**src/sv/mms_ram.sv**
```systemverilog
// generic single-port-write, single-port-read ram with registered read data
// no dependencies
`timescale 1ns / 1ps

module mms_ram #(
    parameter int WIDTH = 32,
    parameter int DEPTH = 64
) (
    input  logic                     aclk,
    input  logic                     we,
    input  logic [$clog2(DEPTH)-1:0] waddr,
    input  logic [WIDTH-1:0]         wdata,
    input  logic                     re,
    input  logic [$clog2(DEPTH)-1:0] raddr,
    output logic [WIDTH-1:0]         rdata
);

    logic [WIDTH-1:0] mem [DEPTH];
    logic [WIDTH-1:0] rdata_reg;

    // write port and registered read port
    always_ff @(posedge aclk) begin
        if (we) begin
            mem[waddr] <= wdata;
        end
        if (re) begin
            rdata_reg <= mem[raddr];
        end
    end

    assign rdata = rdata_reg;

endmodule

```
**config.mk**
```make
export PLATFORM = sky130hd
export DESIGN_NAME = mms_ram
export DESIGN_NICKNAME = d
export VERILOG_FILES = /design/src/sv/mms_ram.sv
export SDC_FILE = /design/constraint.sdc
export NUM_CORES = 2
export LEC_CHECK = 0
export ABC_CLOCK_PERIOD_IN_PS = 3950
export BUFFER_PORTS_ARGS = -buffer_cell sky130_fd_sc_hd__buf_2
export CORE_MARGIN = 5
export CORE_UTILIZATION = 40
export CTS_CLUSTER_DIAMETER = 200
export DETAILED_ROUTE_END_ITERATION = 12
export GPL_TIMING_DRIVEN = 1
export PLACE_DENSITY = 0.57
export SLEW_MARGIN = 30
export SYNTH_ARGS = -nofsm -noshare
export SYNTH_HDL_FRONTEND = slang
export SYNTH_SLANG_ARGS = --single-unit
```
**constraint.sdc**
```tcl
create_clock -name aclk -period 3.95 [get_ports aclk]
set_clock_uncertainty 0.1 [all_clocks]
set_input_delay 0.395 -clock aclk [delete_from_list [all_inputs] [get_ports aclk]]
set_output_delay 0.395 -clock aclk [all_outputs]
set_load 0.02 [all_outputs]
```
==> qor.yml <==
status: "finished, final reports clean"
largest_reg_flops: 2048
initial_core_util_pct: 40.1
worst_setup_path_start_kind: "primary input"
syn_to_final_growth_pct: 15.4
rsz0062_at_grt: "false"
ios: 79
worstMarginPinSlew_ps: 1030
overflow: 0
ir_drop_mv: 0.339
grt_pass1_wl_um: 308000
arrival_ps: 3150
cts_buffers: 203
synth-seq-cells: 2080
p_seq_share_pct: 54.0
finalSetupTns_ps: 0
gr-usage-all-layers_pct: 21.5
post-dp-hpwl_um: 128000
worst_hold_slack_ps: 74.5
place.gp.congestion: 0.794
wirelength_um: 221000
path_class: "in -> reg"
numPortBuffers: 78
clkLatencyLatePin_ps: 850
antenna_found_initial: 21
hold_path.class: "in -> reg"
clock_sinks: 2080
relSlewSlack_pct: 31.0
synth_compound_area_share_pct: 1.67
cts_tree: "done"
holdBufCountCts: 13
cp.required_ps: 4440
synth_ff_type: "edfxtp_1"
max_freq_ghz: 0.376
drc: 0
ys_warn_count: 0
ant_nets: 0
fp.dieArea_sq_mm: 0.206
first_pass_iters: 5
cap_violations: 0
cts_setup_buffers: 0
drive_above_1_share_pct: 31.0
ys_seq_area_share_pct: 79.2
internal_power_mw: 35.6
async_flop_share_pct: 0
dp.cells: 6092
finalCriticalPeriod_ps: 2660
switchingPower_mw: 9.92
power_frac_clock_pct: 40.6
synth_xor_area_share_pct: 0
grt_max_degree: 65
p_total_mw: 45.5
rows: 163
postSynthAreaPerCell_sq_um: 23.7
clkTransAtPathRegs_ps: 70
htreeDepth: 4
hold_start: "re"
finalCritPeriodShare_pct: 67.4
hold_viol: 0
p_leak_nw: 28.2
vias_per_cell: 5.82
final_common_cell: "edfxtp_1"
wl_per_cell_um: 34.0
synth_top_family_by_area: "multiplexers"
synth-simple-area-share_pct: 1.26
cp-end-kind: "flip-flop"
synth_adder_area_share_pct: 0
grt_pass1_vias: 38200
power_frac_comb_pct: 5.4
core_region_area_sq_mm: 0.197
cts-root-buf: "clkbuf_16"
die_w_um: 454
startpoint: "raddr[0]"
synth_edf_count: 2080
vias: 37800
synth.distinct_cells: 33
final_cell_count_no_fill: 6490
muxShareOfSynthArea_pct: 16.7
sw_frac_of_total_pct: 21.8
syn_inst: 3324
timing_max_transition_violations_final: 0
power.density_mw_per_mm2: 500
nets: 3720
clockBufferDepth: 3
die_h_um: 454
cts_resized: 0
synth_nets: 3371
cp_max_fo: 31
drt-initial-drc-count: 4353
timing.rr.start: "mem[42][7]$_DFFE_PP_"
final_cell_mix: "edfxtp_1 (2,080), mux4_2 (544), clkbuf_16 (206)"
synthesis.area_sq_mm: 0.0788
setup_viol: 0
## cells in the mapped netlist, drive strengths merged (2+ instances only)
library cell	number	area share, %
edfxtp	2080	79
mux4	544	16
nor2	137	0.65
buf	108	0.77
mux2i	93	1.2
o22ai	84	0.67
clkbuf	74	0.35
a21oi	62	0.39
o221ai	27	0.30
nand2	26	0.12
nor2b	15	0.12
a22oi	12	0.11
a311oi	8	0.089
nand2b	8	0.063
nor3	7	0.044
nand3	5	0.032
nand3b	5	0.048
or3b	5	0.056
a41o	4	0.051
and3	4	0.032
o32ai	4	0.044
or2	3	0.024
or3	3	0.024
and2	2	0.016
nand4	2	0.016
## path summary, 6_finish.rpt
kind / end / slack (ps) / cells past startpoint
worst max-delay path: rdata[28]$_DFFE_PP_ / 1290 / 7
worst min-delay path: rdata[2]$_DFFE_PP_ / 70 / 1
worst max register to register: rdata[7]$_DFFE_PP_ / 1510 / 4
worst min register to register: rdata[17]$_DFFE_PP_ / 730 / 4
## per-layer routing
metal / vias up / share of wire (%) / global-route usage (%)
li1: 15000 / - / -
met1: 20900 / 41 / 30.0
met2: 1605 / 49 / 35.1
met3: 305 / 7.8 / 3.75
met4: 6 / 2.8 / 5.89
met5: - / 0.019 / 0
## cell families (layout without fill, tap and decap cells)
logic type      count (synthesis)  after routing
other cells                     0              7
simple gates                  223            223
buf+inv                       182            701
compound gates                202            202
flops                        2080           2080
mux                           637            637
## power groups by stage
stage / Clock, mW / Combinational (mW) / Sequential (mW)
3_3_place_gp: 0 / 2.44 / 25.0
6_report: 18.5 / 2.46 / 24.6
4_1_cts: 18.8 / 2.49 / 24.6
5_1_grt: 19.7 / 2.59 / 24.6
2_1_floorplan: 0 / 1.19 / 25.0
3_5_place_dp: 0 / 2.47 / 25.0
## through the flow
stage	worst slack, ps	cell area (sq um)	utilization (%)
3_3_place_gp	357	84500	43.0
3_5_place_dp	311	84500	43.0
6_report	1290	91000	46.3
5_1_grt	1240	91000	46.3
2_1_floorplan	295	78800	-
4_1_cts	1250	90900	46.2
## critical path, stage by stage
cell     delay [ps]
buf_8           370
buf_12          270
buf_12          290
mux4_2          540
mux4_2          540
o22ai_1         550
nor2_1          110
## final cells by class
type                            instances  area [sq um]
Antenna cell                            7          17.5
Multi-Input combinational cell       1062         16000
Fill cell                           16200        106000
Tap cell                             2640          3300
Clock buffer                          257          5350
Clock inverter                        118           962
Sequential cell                      2080         62500
Timing Repair Buffer                  326          2930
Power figures use the tool's default switching activity.
