===== config.mk =====
export PLATFORM = sky130hd
export DESIGN_NAME = mms_minmax
export DESIGN_NICKNAME = d
export VERILOG_FILES = /design/src/sv/mms_pkg.sv /design/src/sv/mms_minmax.sv
export SDC_FILE = /design/constraint.sdc
export NUM_CORES = 1
export LEC_CHECK = 0
export BUFFER_PORTS_ARGS = -buffer_cell sky130_fd_sc_hd__buf_4
export CAP_MARGIN = 20
export CORE_MARGIN = 1.5
export CORE_UTILIZATION = 37
export DETAILED_ROUTE_END_ITERATION = 12
export MAX_ROUTING_LAYER = met4
export PLACE_DENSITY = 0.78
export SLEW_MARGIN = 20
export SYNTH_ARGS = -nofsm -noshare
export SYNTH_HDL_FRONTEND = slang
export SYNTH_SLANG_ARGS = --single-unit

===== constraint.sdc =====
create_clock -name vclk -period 3.4
set_input_delay 0.68 -clock vclk [all_inputs]
set_output_delay 0.68 -clock vclk [all_outputs]
set_load 0.02 [all_outputs]

===== src/sv/mms_pkg.sv =====
// shared types, codes and constants of the min/max stack
// no dependencies; imported by every module of the block but mms_ram
`timescale 1ns / 1ps

package mms_pkg;

    // default number of stack entries
    localparam int MMS_DEPTH = 64;

    localparam int VAL_W   = 32;
    localparam int CNT_OUT_W = 7;

    // operation codes carried in s_tuser
    localparam logic OP_PUSH = 1'b0;
    localparam logic OP_POP  = 1'b1;

    // result status codes carried in m_tuser
    typedef enum logic [1:0] {
        STAT_OK         = 2'd0,
        STAT_POP_EMPTY  = 2'd1,
        STAT_PUSH_FULL  = 2'd2
    } status_t;

    // one stack entry: value with the running max and min down to the bottom
    typedef struct packed {
        logic signed [VAL_W-1:0] min_val;
        logic signed [VAL_W-1:0] max_val;
        logic signed [VAL_W-1:0] value;
    } entry_t;

    localparam int ENTRY_W = $bits(entry_t);

    // result word layout: popped, count, max, min, padded to whole bytes
    localparam int RES_W  = VAL_W + CNT_OUT_W + VAL_W + VAL_W;
    localparam int TDATA_W = ((RES_W + 7) / 8) * 8;

    localparam logic signed [VAL_W-1:0] EMPTY_MARK = '1;

    function automatic logic [TDATA_W-1:0] pack_result(
        input logic signed [VAL_W-1:0] popped,
        input logic [CNT_OUT_W-1:0]    cnt,
        input logic signed [VAL_W-1:0] max_v,
        input logic signed [VAL_W-1:0] min_v
    );
        logic [TDATA_W-1:0] w;
        w = '0;
        w[RES_W-1:0] = {min_v, max_v, cnt, popped};
        return w;
    endfunction

endpackage


===== src/sv/mms_minmax.sv =====
// builds the entry written by a push: value plus running max and min
// depends on mms_pkg
`timescale 1ns / 1ps

module mms_minmax
    import mms_pkg::*;
(
    input  entry_t                  below,
    input  logic                    has_below,
    input  logic signed [VAL_W-1:0] value,
    output entry_t                  entry
);

    // fold the new value into the running max and min of the entry below
    always_comb begin
        entry.value   = value;
        entry.max_val = value;
        entry.min_val = value;
        if (has_below) begin
            if (below.max_val > value) begin
                entry.max_val = below.max_val;
            end
            if (below.min_val < value) begin
                entry.min_val = below.min_val;
            end
        end
    end

endmodule


==> qor.yml <==
synth:
  syn-num-nets: 534
  synth_top_family_by_area: "adder cells"
  synth_compound_area_share_pct: 23.7
  synth-xor-area-share_pct: 0.602
  synth_top_cell_by_area: "ha_1"
  synth_fa_ha_area_share_pct: 29.2
  syn_area_um2: 2700
  synth.area.top_cells: "ha_1 29%, mux2_1 13%, a32o_1 11%"
  synth-simple-area-share_pct: 15.5
  ys_warn_count: 0
  yosys.area.top_type_share_pct: 29.2
  avgSynthCellArea_um2: 7.90
  netlist_instances: 342
  ys_seq_area_share_pct: 0
  yosysUniqueCellTypes: 39
  synthMuxAreaShare_pct: 13.8
drt:
  vias: 4005
  wl_per_cell_um: 22.6
  finalWirelength_mm: 15.6
  drt.antenna.violating_nets: 0
  routed_via_density: 5.80
  route.detailed.drc: 0
  drtIter0Drc: 254
  dr.pass1.iters: 4
placement:
  port_buffers: 193
  place_congestion: 0.860
  post_dp_cell_area_um2: 4770
  dp_hpwl_mm: 8.56
sta:
  maxSlewHeadroom_pct: 67.6
  post-route-period-util_pct: 116
  final.min_clock_period_ns: 3.94
  setup_viol: 64
  hold_violations: 0
  setup_ws_ns: -0.539
  rsz0062_at_grt: "true"
  worst_slew_pin_slew_ns: 0.478
  finalMaxSlewViolations: 0
  fmax_ghz: 0.254
pwr:
  clockPowerShare_pct: 0
  leakage_uw: 0.00297
  powerDensity_nw_per_um2: 222
  p_int_uw: 714
  netSwitchingFraction_pct: 47.0
  p_sw_uw: 634
  power_frac_comb_pct: 100.0
  irDropWorstVdd_mv: 0.152
  p_seq_share_pct: 0
die:
  top_level_ports: 225
  dieArea_um2: 7820
  dieHeight_um: 88.4
  row_count: 30
  dieWidth_um: 88.4
  start_util_pct: 39.1
  core-area_um2: 6910
worst_hold_path:
  worstHoldPathType: "primary input to primary output"
setup_path:
  cp-startpoint: "value[5]"
  crit_path_frequent_cell: "buf_6"
  path_cells: "buf_4, inv_2, ha_4, a21oi_2, o21ai_2, a221oi_2, a31oi_2, or3_4, a21oi_4, buf_6, buf_12, mux2_4, buf_6"
  cpPeakStageDelay_ns: 0.43
  cp.arrival_ns: 3.26
  setup.worst_path.start_class: "primary input"
  cp_top_family: "compound AO/OA/AOI/OAI gates"
  slowest_stage: "or3_4"
  end_kind: "primary output"
  path_max_fanout: 8
  crit_type: "primary input to primary output"
  crit_required_ns: 2.72
  cp-endpoint: "entry[62]"
  critPathBufInv: 5
  cp.depth: 13
final_layout:
  final_nets: 789
  seq_area_um2: 0
  seq_cell_count: 0
  final_cell_mix: "191 x buf_4, 95 x buf_6, 33 x mux2_4, 33 x ha_4, 30 x ha_1"
  nFillCells: 349
  nClkBuffers: 0
  post-route-util_pct: 88.0
  layout_commonest_cell: "buf_4"
  drive_gt1_share_pct: 77.0
  postLayoutCellArea_um2: 6080
  diodes: 0
  syn_to_final_growth_pct: 125
outcome:
  status: "finished with violations"
  violations: "setup timing"
run:
  max-cap-violations: 0
global_route:
  grt_pass1_wl_mm: 19.2
  grt_max_degree: 19
  grt_overflow: 0
  antenna_found_initial: 0
  grt_pass1_vias: 4083
  track_usage_pct: 32.3
synth_stat cells, types with 2 or more instances:
cell type,n
a21o_1,4
a21oi_1,24
a221oi_1,2
a32o_1,30
and4_1,3
buf_4,32
buf_6,6
clkbuf_1,10
ha_1,63
inv_1,32
mux2_1,30
mux2_2,3
nand2_1,17
nand2b_1,2
nand3_1,7
nand4_1,9
nor2_1,33
nor2b_1,2
nor3_1,2
nor3b_2,2
o21a_1,2
o21ai_0,10
power groups by stage:
stage / Clock, µW / Combinational [µW] / Sequential (µW)
final: 0 / 1350 / 0
after global routing: 0 / 1400 / 0
after floorplan: 0 / 550 / 0
after detailed placement: 0 / 971 / 0
after CTS: 0 / 1200 / 0
after global placement: 0 / 949 / 0
how the worst min path moves through the flow:
stage / cells after the start / end / slack (ns) / from
final: 2 / entry[31] / 1.58 / value[31]
after global routing: 2 / entry[31] / 1.58 / value[31]
after global placement: 2 / entry[20] / 1.58 / value[20]
after detailed placement: 2 / entry[20] / 1.58 / value[20]
after CTS: 2 / entry[31] / 1.58 / value[31]
after floorplan: 1 / entry[0] / 1.47 / value[0]
final cells by class:
type,instances,area [µm²],area share [%]
multi-input cells,262,3010,49.6
repair buffers,301,2790,45.9
inverters,32,158,2.59
well taps,96,120,1.98
through the flow:
| stage | hold slack, ns | total power [µW] | cells | worst slack, ns | setup TNS [ns] |
|---|---|---|---|---|---|
| 3_5_place_dp | 1.58 | 971 | 669 | -0.581 | -30.10 |
| 6_report | 1.58 | 1350 | 691 | -0.539 | -27.64 |
| 5_1_grt | 1.58 | 1400 | 691 | -0.588 | -30.78 |
| 3_3_place_gp | 1.58 | 949 | 669 | -0.558 | -28.55 |
| 4_1_cts | 1.58 | 1200 | 687 | -0.427 | -21.85 |
| 2_1_floorplan | 1.47 | 550 | 342 | 0.00317 | 0 |
cells by family (layout without fill, tap and decap cells):
logic type,Yosys count,in the layout
buffers and inverters,80,333
XOR/XNOR,1,1
multiplexers,33,33
adder cells (fa/ha/maj),63,63
AO/OA/AOI/OAI,83,83
AND/OR/NAND/NOR,82,82
layer usage:
layer	share of wire (%)	vias to the layer above	global-route usage [%]
met3	7.9	96	4.20
li1	-	1765	-
met5	0	-	-
met4	7.1	0	11.9
met1	33	1872	31.9
met2	52	272	63.6
timing repair:
item                       CTS  global route
gates cloned                 6             2
buffers inserted            17             9
pin swaps                   56            52
hold buffers                 0             0
setup endpoints to repair   64            64
resized for setup          137           124
No activity file was read; power rests on OpenSTA's default activity.
